## src/sv/wjd_pkg.sv

```systemverilog
`timescale 1ns / 1ps
// ----------------------------------------------------------------------------
// wjd_pkg
// Shared types, codes and default sizes for the worker job dispatcher.
// ----------------------------------------------------------------------------
package wjd_pkg;

  localparam int MAX_WORKERS    = 16;
  localparam int QUEUE_DEPTH    = 32;
  localparam int JOB_ID_BITS    = 16;
  localparam int WORKER_ID_BITS = 4;
  localparam int STATUS_BITS    = 4;
  localparam int OPCODE_BITS    = 2;
  localparam int WCOUNT_BITS    = 5;
  localparam int WCOUNT_RESET   = 4;
  localparam int CFG_ADDR_BITS  = 3;
  localparam int CFG_DATA_BITS  = 32;

  // register index, taken from paddr[2]
  localparam logic REG_WORKER_COUNT = 1'b0;

  typedef enum logic [OPCODE_BITS-1:0] {
    OP_SUBMIT   = 2'd0,
    OP_FINISH   = 2'd1,
    OP_SHUTDOWN = 2'd2,
    OP_START    = 2'd3
  } opcode_t;

  typedef enum logic [STATUS_BITS-1:0] {
    ST_DISPATCHED  = 4'd0,
    ST_QUEUED      = 4'd1,
    ST_REJ_STOPPED = 4'd2,
    ST_REJ_FULL    = 4'd3,
    ST_PARKED      = 4'd4,
    ST_ABORTED     = 4'd5,
    ST_DONE        = 4'd6,
    ST_STARTED     = 4'd7,
    ST_BAD         = 4'd8
  } status_t;

  typedef enum logic [1:0] {
    S_IDLE,
    S_EXEC,
    S_ABORT,
    S_DONE
  } state_t;

  typedef struct packed {
    logic accept;  // latch request, issue queue read
    logic exec;    // run a single-result request
    logic abort;   // emit one aborted job, step the walk
    logic done;    // emit shutdown done, tear down the pool
  } wjd_cmd_t;

  typedef struct packed {
    logic out_free;
    logic op_shut;
    logic running;
    logic rem_zero;
    logic rem_one;
  } wjd_stat_t;

endpackage

```

## src/sv/wjd_ctrl.sv

```systemverilog
`timescale 1ns / 1ps
// ----------------------------------------------------------------------------
// wjd_ctrl
// Sequencer: accepts a request, runs it, and walks the queue on shutdown.
// ----------------------------------------------------------------------------
module wjd_ctrl (
  input  logic                clk,
  input  logic                rst_n,
  input  logic                in_tvalid,
  output logic                in_tready,
  input  wjd_pkg::wjd_stat_t  stat,
  output wjd_pkg::wjd_cmd_t   cmd
);

  wjd_pkg::state_t state_r, state_nxt;

  always_ff @(posedge clk) begin
    if (!rst_n) begin
      state_r <= wjd_pkg::S_IDLE;
    end else begin
      state_r <= state_nxt;
    end
  end

  always_comb begin
    state_nxt  = state_r;
    cmd        = '0;
    in_tready  = 1'b0;
    case (state_r)
      wjd_pkg::S_IDLE: begin
        in_tready = 1'b1;
        if (in_tvalid) begin
          cmd.accept = 1'b1;
          state_nxt  = wjd_pkg::S_EXEC;
        end
      end
      wjd_pkg::S_EXEC: begin
        if (stat.op_shut && stat.running) begin
          state_nxt = stat.rem_zero ? wjd_pkg::S_DONE : wjd_pkg::S_ABORT;
        end else if (stat.out_free) begin
          cmd.exec  = 1'b1;
          state_nxt = wjd_pkg::S_IDLE;
        end
      end
      wjd_pkg::S_ABORT: begin
        if (stat.out_free) begin
          cmd.abort = 1'b1;
          if (stat.rem_one) begin
            state_nxt = wjd_pkg::S_DONE;
          end
        end
      end
      wjd_pkg::S_DONE: begin
        if (stat.out_free) begin
          cmd.done  = 1'b1;
          state_nxt = wjd_pkg::S_IDLE;
        end
      end
      default: begin
        state_nxt = wjd_pkg::S_IDLE;
      end
    endcase
  end

endmodule

```

## src/sv/wjd_dp.sv

```systemverilog
`timescale 1ns / 1ps
// ----------------------------------------------------------------------------
// wjd_dp
// Datapath: job queue memory, free worker stack, busy mask, config register
// and the result register.
// ----------------------------------------------------------------------------
module wjd_dp #(
  parameter int MAX_WORKERS = wjd_pkg::MAX_WORKERS,
  parameter int QUEUE_DEPTH = wjd_pkg::QUEUE_DEPTH,
  parameter int JOB_ID_BITS = wjd_pkg::JOB_ID_BITS
) (
  input  logic                                 clk,
  input  logic                                 rst_n,
  input  wjd_pkg::wjd_cmd_t                    cmd,
  output wjd_pkg::wjd_stat_t                   stat,
  input  wjd_pkg::opcode_t                     in_opcode,
  input  logic [JOB_ID_BITS-1:0]               in_job,
  input  logic [wjd_pkg::WORKER_ID_BITS-1:0]   in_wid,
  input  logic                                 cfg_wr,
  input  logic                                 cfg_sel,
  input  logic [wjd_pkg::CFG_DATA_BITS-1:0]    cfg_wdata,
  output logic [wjd_pkg::CFG_DATA_BITS-1:0]    cfg_rdata,
  input  logic                                 out_tready,
  output logic                                 out_valid,
  output wjd_pkg::status_t                     out_status,
  output logic [JOB_ID_BITS-1:0]               out_job,
  output logic [wjd_pkg::WORKER_ID_BITS-1:0]   out_worker,
  output logic                                 out_last
);

  localparam int WB  = (MAX_WORKERS > 1) ? $clog2(MAX_WORKERS) : 1;
  localparam int SDW = $clog2(MAX_WORKERS + 1);
  localparam int QW  = $clog2(QUEUE_DEPTH);
  localparam int CW  = $clog2(QUEUE_DEPTH + 1);
  localparam int WCB = wjd_pkg::WCOUNT_BITS;
  localparam int WIB = wjd_pkg::WORKER_ID_BITS;

  // configuration
  logic [WCB-1:0] wcount_r;

  // request latch
  wjd_pkg::opcode_t       op_r;
  logic [JOB_ID_BITS-1:0] job_r;
  logic [WIB-1:0]         wid_r;

  // pool state
  logic                   running_r, running_nxt;
  logic [QW-1:0]          head_r, head_nxt;
  logic [QW-1:0]          tail_r, tail_nxt;
  logic [CW-1:0]          count_r, count_nxt;
  logic [SDW-1:0]         sdepth_r, sdepth_nxt;
  logic [MAX_WORKERS-1:0] busy_r, busy_nxt;
  logic [WB-1:0]          stack_r [MAX_WORKERS];

  // shutdown walk
  logic [QW-1:0]          wp_r;
  logic [CW-1:0]          rem_r;

  // queue memory
  logic [JOB_ID_BITS-1:0] fifo_mem [QUEUE_DEPTH];
  logic [JOB_ID_BITS-1:0] rd_data_r;
  logic                   rd_en;
  logic [QW-1:0]          rd_addr;
  logic                   wr_en;

  // result register
  logic                   out_valid_r, out_valid_nxt;
  wjd_pkg::status_t       out_status_r, out_status_nxt;
  logic [JOB_ID_BITS-1:0] out_job_r, out_job_nxt;
  logic [WIB-1:0]         out_worker_r, out_worker_nxt;
  logic                   out_last_r, out_last_nxt;

  logic                   out_free;
  logic [QW-1:0]          tail_m1;
  logic [QW-1:0]          wp_m1;
  logic [SDW-1:0]         sd_m1;
  logic [WB-1:0]          top_w;
  logic [WB-1:0]          wid_w;
  logic                   wid_busy;
  logic [SDW-1:0]         start_n;
  logic                   do_start;
  logic                   do_push;

  assign out_free = !out_valid_r || out_tready;
  assign tail_m1  = (tail_r == '0) ? QW'(QUEUE_DEPTH - 1) : tail_r - QW'(1);
  assign wp_m1    = (wp_r == '0) ? QW'(QUEUE_DEPTH - 1) : wp_r - QW'(1);
  assign sd_m1    = sdepth_r - SDW'(1);
  assign top_w    = stack_r[WB'(sd_m1)];
  assign wid_w    = WB'(wid_r);
  assign wid_busy = (int'(wid_r) < MAX_WORKERS) && busy_r[wid_w];

  always_comb begin
    if (wcount_r == '0) begin
      start_n = SDW'(1);
    end else if (int'(wcount_r) > MAX_WORKERS) begin
      start_n = SDW'(MAX_WORKERS);
    end else begin
      start_n = SDW'(wcount_r);
    end
  end

  assign stat.out_free = out_free;
  assign stat.op_shut  = (op_r == wjd_pkg::OP_SHUTDOWN);
  assign stat.running  = running_r;
  assign stat.rem_zero = (rem_r == '0);
  assign stat.rem_one  = (rem_r == CW'(1));

  // config register
  always_ff @(posedge clk) begin
    if (!rst_n) begin
      wcount_r <= WCB'(wjd_pkg::WCOUNT_RESET);
    end else if (cfg_wr && cfg_sel == wjd_pkg::REG_WORKER_COUNT) begin
      wcount_r <= cfg_wdata[WCB-1:0];
    end
  end

  assign cfg_rdata = (cfg_sel == wjd_pkg::REG_WORKER_COUNT) ?
                     wjd_pkg::CFG_DATA_BITS'(wcount_r) : '0;

  // request latch and walk pointer
  always_ff @(posedge clk) begin
    if (cmd.accept) begin
      op_r  <= in_opcode;
      job_r <= in_job;
      wid_r <= in_wid;
    end
  end

  always_ff @(posedge clk) begin
    if (!rst_n) begin
      wp_r  <= '0;
      rem_r <= '0;
    end else if (cmd.accept) begin
      wp_r  <= tail_m1;
      rem_r <= count_r;
    end else if (cmd.abort) begin
      wp_r  <= wp_m1;
      rem_r <= rem_r - CW'(1);
    end
  end

  // queue memory: read newest entry for shutdown, oldest otherwise
  always_comb begin
    rd_en   = cmd.accept || cmd.abort;
    rd_addr = head_r;
    if (cmd.abort) begin
      rd_addr = wp_m1;
    end else if (in_opcode == wjd_pkg::OP_SHUTDOWN) begin
      rd_addr = tail_m1;
    end
  end

  always_ff @(posedge clk) begin
    if (wr_en) begin
      fifo_mem[tail_r] <= job_r;
    end
    if (rd_en) begin
      rd_data_r <= fifo_mem[rd_addr];
    end
  end

  // free worker stack
  always_ff @(posedge clk) begin
    if (do_start) begin
      for (int i = 0; i < MAX_WORKERS; i++) begin
        stack_r[i] <= WB'(i);
      end
    end else if (do_push) begin
      stack_r[WB'(sdepth_r)] <= wid_w;
    end
  end

  // request execution
  always_comb begin
    running_nxt    = running_r;
    head_nxt       = head_r;
    tail_nxt       = tail_r;
    count_nxt      = count_r;
    sdepth_nxt     = sdepth_r;
    busy_nxt       = busy_r;
    wr_en          = 1'b0;
    do_start       = 1'b0;
    do_push        = 1'b0;
    out_valid_nxt  = out_valid_r && !out_tready;
    out_status_nxt = out_status_r;
    out_job_nxt    = out_job_r;
    out_worker_nxt = out_worker_r;
    out_last_nxt   = out_last_r;

    if (cmd.exec || cmd.abort || cmd.done) begin
      out_valid_nxt  = 1'b1;
      out_job_nxt    = '0;
      out_worker_nxt = '0;
      out_last_nxt   = 1'b1;
    end

    if (cmd.abort) begin
      out_status_nxt = wjd_pkg::ST_ABORTED;
      out_job_nxt    = rd_data_r;
      out_last_nxt   = 1'b0;
    end else if (cmd.done) begin
      out_status_nxt = wjd_pkg::ST_DONE;
      running_nxt    = 1'b0;
      head_nxt       = '0;
      tail_nxt       = '0;
      count_nxt      = '0;
      sdepth_nxt     = '0;
      busy_nxt       = '0;
    end else if (cmd.exec) begin
      case (op_r)
        wjd_pkg::OP_SUBMIT: begin
          out_job_nxt = job_r;
          if (!running_r) begin
            out_status_nxt = wjd_pkg::ST_REJ_STOPPED;
          end else if (sdepth_r != '0) begin
            out_status_nxt   = wjd_pkg::ST_DISPATCHED;
            out_worker_nxt   = WIB'(top_w);
            sdepth_nxt       = sd_m1;
            busy_nxt[top_w]  = 1'b1;
          end else if (count_r < CW'(QUEUE_DEPTH)) begin
            out_status_nxt = wjd_pkg::ST_QUEUED;
            wr_en          = 1'b1;
            count_nxt      = count_r + CW'(1);
            tail_nxt       = (tail_r == QW'(QUEUE_DEPTH - 1)) ? '0 : tail_r + QW'(1);
          end else begin
            out_status_nxt = wjd_pkg::ST_REJ_FULL;
          end
        end
        wjd_pkg::OP_FINISH: begin
          out_worker_nxt = wid_r;
          if (!running_r || !wid_busy) begin
            out_status_nxt = wjd_pkg::ST_BAD;
          end else if (count_r != '0) begin
            out_status_nxt = wjd_pkg::ST_DISPATCHED;
            out_job_nxt    = rd_data_r;
            count_nxt      = count_r - CW'(1);
            head_nxt       = (head_r == QW'(QUEUE_DEPTH - 1)) ? '0 : head_r + QW'(1);
          end else begin
            out_status_nxt  = wjd_pkg::ST_PARKED;
            busy_nxt[wid_w] = 1'b0;
            if (int'(sdepth_r) < MAX_WORKERS) begin
              do_push    = 1'b1;
              sdepth_nxt = sdepth_r + SDW'(1);
            end
          end
        end
        wjd_pkg::OP_START: begin
          if (running_r) begin
            out_status_nxt = wjd_pkg::ST_BAD;
          end else begin
            out_status_nxt = wjd_pkg::ST_STARTED;
            do_start       = 1'b1;
            sdepth_nxt     = start_n;
            head_nxt       = '0;
            tail_nxt       = '0;
            count_nxt      = '0;
            busy_nxt       = '0;
            running_nxt    = 1'b1;
          end
        end
        default: begin
          // shutdown of a stopped pool: report done, nothing to tear down
          out_status_nxt = wjd_pkg::ST_DONE;
        end
      endcase
    end
  end

  always_ff @(posedge clk) begin
    if (!rst_n) begin
      running_r   <= 1'b0;
      head_r      <= '0;
      tail_r      <= '0;
      count_r     <= '0;
      sdepth_r    <= '0;
      busy_r      <= '0;
      out_valid_r <= 1'b0;
    end else begin
      running_r   <= running_nxt;
      head_r      <= head_nxt;
      tail_r      <= tail_nxt;
      count_r     <= count_nxt;
      sdepth_r    <= sdepth_nxt;
      busy_r      <= busy_nxt;
      out_valid_r <= out_valid_nxt;
    end
  end

  always_ff @(posedge clk) begin
    out_status_r <= out_status_nxt;
    out_job_r    <= out_job_nxt;
    out_worker_r <= out_worker_nxt;
    out_last_r   <= out_last_nxt;
  end

  assign out_valid  = out_valid_r;
  assign out_status = out_status_r;
  assign out_job    = out_job_r;
  assign out_worker = out_worker_r;
  assign out_last   = out_last_r;

`ifndef SYNTHESIS
  a_sdepth_range: assert property (@(posedge clk) disable iff (!rst_n)
    int'(sdepth_r) <= MAX_WORKERS)
    else $error("free stack depth beyond worker limit");

  a_count_range: assert property (@(posedge clk) disable iff (!rst_n)
    int'(count_r) <= QUEUE_DEPTH)
    else $error("queue count beyond queue depth");

  a_stopped_clean: assert property (@(posedge clk) disable iff (!rst_n)
    !running_r |-> (busy_r == '0 && count_r == '0))
    else $error("stopped pool holds busy workers or queued jobs");

  a_load_free: assert property (@(posedge clk) disable iff (!rst_n)
    (cmd.exec || cmd.abort || cmd.done) |-> out_free)
    else $error("result register overwritten while held");
`endif

endmodule

```

## src/sv/worker_job_dispatcher.sv

```systemverilog
`timescale 1ns / 1ps
// A submit, finish or start result is registered in the execute state, which
//   waits while the result register is held. Requests are taken one at a time:
//   accept, then execute against the registered queue memory read.
// Shutdown, k queued jobs: k aborts, newest first, one per cycle unless stalled.
// Reset: synchronous, active low; pool stopped, queue and stack empty,
//   worker_count back to 4; no clearing pass.
// ----------------------------------------------------------------------------
// worker_job_dispatcher
// Hands job ids to a pool of workers through a free worker stack and a job
// queue; stream request and result channels, APB-style config port.
// ----------------------------------------------------------------------------
module worker_job_dispatcher #(
  parameter int MAX_WORKERS = wjd_pkg::MAX_WORKERS,
  parameter int QUEUE_DEPTH = wjd_pkg::QUEUE_DEPTH,
  parameter int JOB_ID_BITS = wjd_pkg::JOB_ID_BITS,
  localparam int DW = ((JOB_ID_BITS + wjd_pkg::WORKER_ID_BITS + 7) / 8) * 8
) (
  input  logic                                clk,
  input  logic                                rst_n,
  // request channel
  input  logic                                in_tvalid,
  output logic                                in_tready,
  input  logic [DW-1:0]                       in_tdata,   // job_id, worker_id
  input  logic [wjd_pkg::OPCODE_BITS-1:0]     in_tuser,   // opcode
  // result channel
  output logic                                out_tvalid,
  input  logic                                out_tready,
  output logic [DW-1:0]                       out_tdata,  // out_job, out_worker
  output logic [wjd_pkg::STATUS_BITS-1:0]     out_tuser,  // status
  output logic                                out_tlast,
  // configuration
  input  logic                                cfg_psel,
  input  logic                                cfg_penable,
  input  logic                                cfg_pwrite,
  input  logic [wjd_pkg::CFG_ADDR_BITS-1:0]   cfg_paddr,
  input  logic [wjd_pkg::CFG_DATA_BITS-1:0]   cfg_pwdata,
  output logic [wjd_pkg::CFG_DATA_BITS-1:0]   cfg_prdata,
  output logic                                cfg_pready
);

  localparam int WIB = wjd_pkg::WORKER_ID_BITS;

  wjd_pkg::wjd_cmd_t      cmd;
  wjd_pkg::wjd_stat_t     stat;
  wjd_pkg::status_t       res_status;
  logic [JOB_ID_BITS-1:0] res_job;
  logic [WIB-1:0]         res_worker;
  logic                   cfg_wr;

  assign cfg_pready = 1'b1;
  assign cfg_wr     = cfg_psel && cfg_penable && cfg_pwrite;

  wjd_ctrl u_ctrl (
    .clk       (clk),
    .rst_n     (rst_n),
    .in_tvalid (in_tvalid),
    .in_tready (in_tready),
    .stat      (stat),
    .cmd       (cmd)
  );

  wjd_dp #(
    .MAX_WORKERS (MAX_WORKERS),
    .QUEUE_DEPTH (QUEUE_DEPTH),
    .JOB_ID_BITS (JOB_ID_BITS)
  ) u_dp (
    .clk        (clk),
    .rst_n      (rst_n),
    .cmd        (cmd),
    .stat       (stat),
    .in_opcode  (wjd_pkg::opcode_t'(in_tuser)),
    .in_job     (in_tdata[JOB_ID_BITS-1:0]),
    .in_wid     (in_tdata[JOB_ID_BITS+WIB-1:JOB_ID_BITS]),
    .cfg_wr     (cfg_wr),
    .cfg_sel    (cfg_paddr[2]),
    .cfg_wdata  (cfg_pwdata),
    .cfg_rdata  (cfg_prdata),
    .out_tready (out_tready),
    .out_valid  (out_tvalid),
    .out_status (res_status),
    .out_job    (res_job),
    .out_worker (res_worker),
    .out_last   (out_tlast)
  );

  assign out_tuser = res_status;
  assign out_tdata = DW'({res_worker, res_job});

endmodule

```

## config.mk

```make
export PLATFORM = sky130hd
export DESIGN_NAME = worker_job_dispatcher
export DESIGN_NICKNAME = d
export VERILOG_FILES = /design/src/sv/wjd_pkg.sv /design/src/sv/wjd_ctrl.sv /design/src/sv/wjd_dp.sv /design/src/sv/worker_job_dispatcher.sv
export SDC_FILE = /design/constraint.sdc
export NUM_CORES = 1
export LEC_CHECK = 0
export ABC_AREA = 1
export BUFFER_PORTS_ARGS = -buffer_cell sky130_fd_sc_hd__buf_2
export CAP_MARGIN = 15
export CORE_MARGIN = 5
export CORE_UTILIZATION = 60
export CTS_CLUSTER_DIAMETER = 100
export DETAILED_ROUTE_END_ITERATION = 8
export PLACE_DENSITY_LB_ADDON = 0.08
export REMOVE_ABC_BUFFERS = 1
export SYNTH_ARGS = -nofsm -noshare
export SYNTH_HDL_FRONTEND = slang
export SYNTH_HIERARCHICAL = 1
export SYNTH_SLANG_ARGS = --single-unit
```

## constraint.sdc

```tcl
create_clock -name clk -period 4.54 [get_ports clk]
set_input_delay 0.681 -clock clk [delete_from_list [all_inputs] [get_ports clk]]
set_output_delay 0.681 -clock clk [all_outputs]
set_load 0.01 [all_outputs]
```

==> impl_metrics.py <==
metrics = {
    "synth": {
        "synth_enable_flop_cells": 614,
        "ys_ff_latch": 696,
        "synth_top_cell_area_share_pct": 57.0,
        "synthFlopType": "edfxtp_1",
        "synth-seq-area-share_pct": 62.1,
        "avgSynthCellArea_um2": 9.65,
        "synth_cell_types": 50,
        "ys_async_sr_fraction_pct": 0,
        "yosys.area.top_type": "edfxtp_1",
        "syn_area_mm2": 0.0323,
        "syn_inst": 3353,
        "synth_area_leaders": "edfxtp_1 (57%), nand3_1 (10%), nand2_1 (9.9%), dfxtp_1 (5.1%), inv_1 (4.2%)",
        "yosysWarnings": 6,
    },
    "power": {
        "power.density_mw_per_mm2": 410,
        "vdd_drop_max_mv": 0.353,
        "total_power_uw": 14600,
        "p_leak_uw": 0.0148,
    },
    "detailed_routing": {
        "ant_nets": 0,
        "post-route-drc-count": 0,
        "vias_per_cell": 5.79,
        "drt_iter0_markers": 2953,
        "vias": 24000,
        "firstDrtPassIters": 6,
        "routed_wl_um": 84200,
        "post_drt_wl_per_cell_um": 20.3,
    },
    "final_layout": {
        "syn2layout_area_growth_pct": 10.4,
        "final_cells": 4139,
        "final_common_cell": "nand2_1",
        "final_nets": 3484,
        "drive_gt1_share_pct": 9.29,
        "layout_common_cells": "nand2_1 (854), nand3_1 (666), edfxtp_1 (614)",
        "n_antenna_cell": 0,
    },
    "timing": {
        "finalCritPeriodShare_pct": 85.6,
        "min_period_ns": 3.89,
        "relSlewSlack_pct": 28.1,
        "fin_ws_ns": 0.652,
        "finalHoldViolCount": 0,
        "setup_viol": 0,
        "rsz0062_at_grt": "false",
        "clock-skew-final_ns": 0.0210,
        "tightest_slew_ns": 1.08,
        "timing.fmax_ghz": 0.257,
        "drv_slew": 0,
        "fin_tns_setup_ns": 0,
        "holdWs_ns": 0.251,
    },
    "place": {
        "pre_cts_ws_ns": 0.790,
        "place.gp.congestion": 0.891,
        "dp_hpwl_um": 48700,
        "io_buffer_count": 66,
        "placed_cells_incl_taps": 4014,
    },
    "min_path": {
        "hp-class": "in2reg",
        "hold_depth": 1,
    },
    "cts": {
        "cts_root_buffer": "clkbuf_16",
        "cts_setup_buffers": 0,
        "cts_max_level": 3,
        "numCtsBuffers": 74,
        "cts_resized": 0,
        "clockBufferDepth": 3,
        "cts.sinks": 696,
        "path_clk_slew_ns": 0.06,
        "postCtsHoldBufs": 0,
        "clk_latency_ns": 0.61,
        "cts_tree": "built",
    },
    "setup_path": {
        "crit_arrival_ns": 4.15,
        "crit_path_start_kind": "register",
        "cp-end-kind": "register",
        "r2r_cells": 12,
        "crit_type": "reg2reg",
        "path_max_fanout": 21,
        "crit_required_ns": 4.80,
    },
    "floorplan": {
        "die_h_um": 242,
        "coreArea_mm2": 0.0536,
        "die_area_mm2": 0.0587,
        "fp-row-count": 85,
        "start_util_pct": 60.4,
        "die_w_um": 242,
        "pin_count": 132,
    },
    "grt": {
        "grt_pass1_wl_um": 129000,
        "grt_max_degree": 161,
        "met2_usage_pct": 47.1,
        "grtUsageMet3_pct": 3.85,
        "grt_pass1_vias": 22700,
        "grt_antenna_before_repair": 0,
        "busiest_layer": "met2",
        "use_met1_pct": 38.0,
        "grt_usage_pct": 27.9,
        "gr-total-overflow": 0,
    },
    "outcome": {
        "status": "finished, final reports clean",
    },
    "job": {
        "maxCapViolations": 0,
    },
}
-- worst max-delay path: stages, from the launching register on --
cell and delay [ns]:
edfxtp_1 0.51, clkinv_1 0.43, nor2_1 0.16, nand2_1 0.15, nand2_1 0.06, nor2_1 0.35
inv_1 0.15, nor2_1 0.19, buf_4 0.30, nand3b_1 0.17, nor2_4 0.54, nand2_2 0.15
o21ai_1 0.39
-- logic make-up after synthesis --
family                   Yosys count  share of synthesized area (%)
flip-flops                       696                           62.1
XOR/XNOR                          12                          0.371
AO/OA/AOI/OAI                    165                           2.89
AND/OR/NAND/NOR                 1839                           25.7
buffers and inverters            616                           8.11
adder cells (fa/ha/maj)           22                          0.874
other                              3                         0.0348
-- path summary, 6_finish.rpt --
kind | from | end | slack [ns]
worst max-delay path | u_dp/op_r[1]$_DFFE_PP_ | u_dp/stack_r[15][2]$_SDFFCE_PN1P_ | 0.65
worst min-delay path | in_tdata[14] | u_dp/job_r[14]$_DFFE_PP_ | 0.25
worst max register to register | u_dp/op_r[1]$_DFFE_PP_ | u_dp/stack_r[15][2]$_SDFFCE_PN1P_ | 0.65
worst min register to register | u_dp/out_job[12]$_DFF_P_ | u_dp/out_job[12]$_DFF_P_ | 0.49
-- final cells by class --
class / count / area (um^2)
timing repair buffer: 151 / 1070
clock buffer: 101 / 2080
fill: 4132 / 17900
tap: 696 / 871
sequential: 696 / 20100
clock inverter: 24 / 283
inverter: 401 / 1510
multi-input combinational: 2070 / 9830
-- metal layers --
metal	vias to the layer above	share of wire, %
met3	144	8.5
met5	-	0
met1	11400	40
met4	0	2.8
met2	1150	49
li1	11200	-
-- flip-flops by register name, summed over array words and instances, names as in the netlist, 5 cells and up --
name            cells
u_dp/wcount_r       5
u_dp/tail_r         5
u_dp/fifo_mem     512
u_dp/rem_r          6
u_dp/busy_r        16
u_dp/wp_r           5
u_dp/count_r        6
u_dp/rd_data_r     16
u_dp/sdepth_r       5
u_dp/job_r         16
u_dp/head_r         5
u_dp/stack_r       64
u_dp/out_job       16
-- cell usage after synthesis (4+ instances only) --
master and n:
dfxtp_1 82, nand3b_1 81, buf_1 6, inv_1 365, ha_1 21, a22o_1 4, nand3_2 14, nor3_1 19
nor2_1 173, clkbuf_1 54, o21ai_0 41, buf_2 113, o22ai_1 4, nand3_1 666, a31oi_1 12, o211ai_1 5
nand2_2 4, clkinv_1 15, o21ai_1 13, edfxtp_1 614, xor2_1 7, a21oi_1 70, nand4_1 8, buf_4 39
nand2_1 856, nor2_4 5, inv_2 21
-- power breakdown --
group          switching [uW]  internal [uW]
clock network            2390           3530
logic                    1140            419
registers                84.3           7070
total                    3620          11000
-- through the flow --
step                      area [um^2]  utilization (%)
after floorplan                 31300                -
after global placement          33400             62.2
after detailed placement        33400             62.2
after CTS                       35700             66.6
after global routing            35700             66.6
final                           35700             66.6
Power figures use the tool's default switching activity.
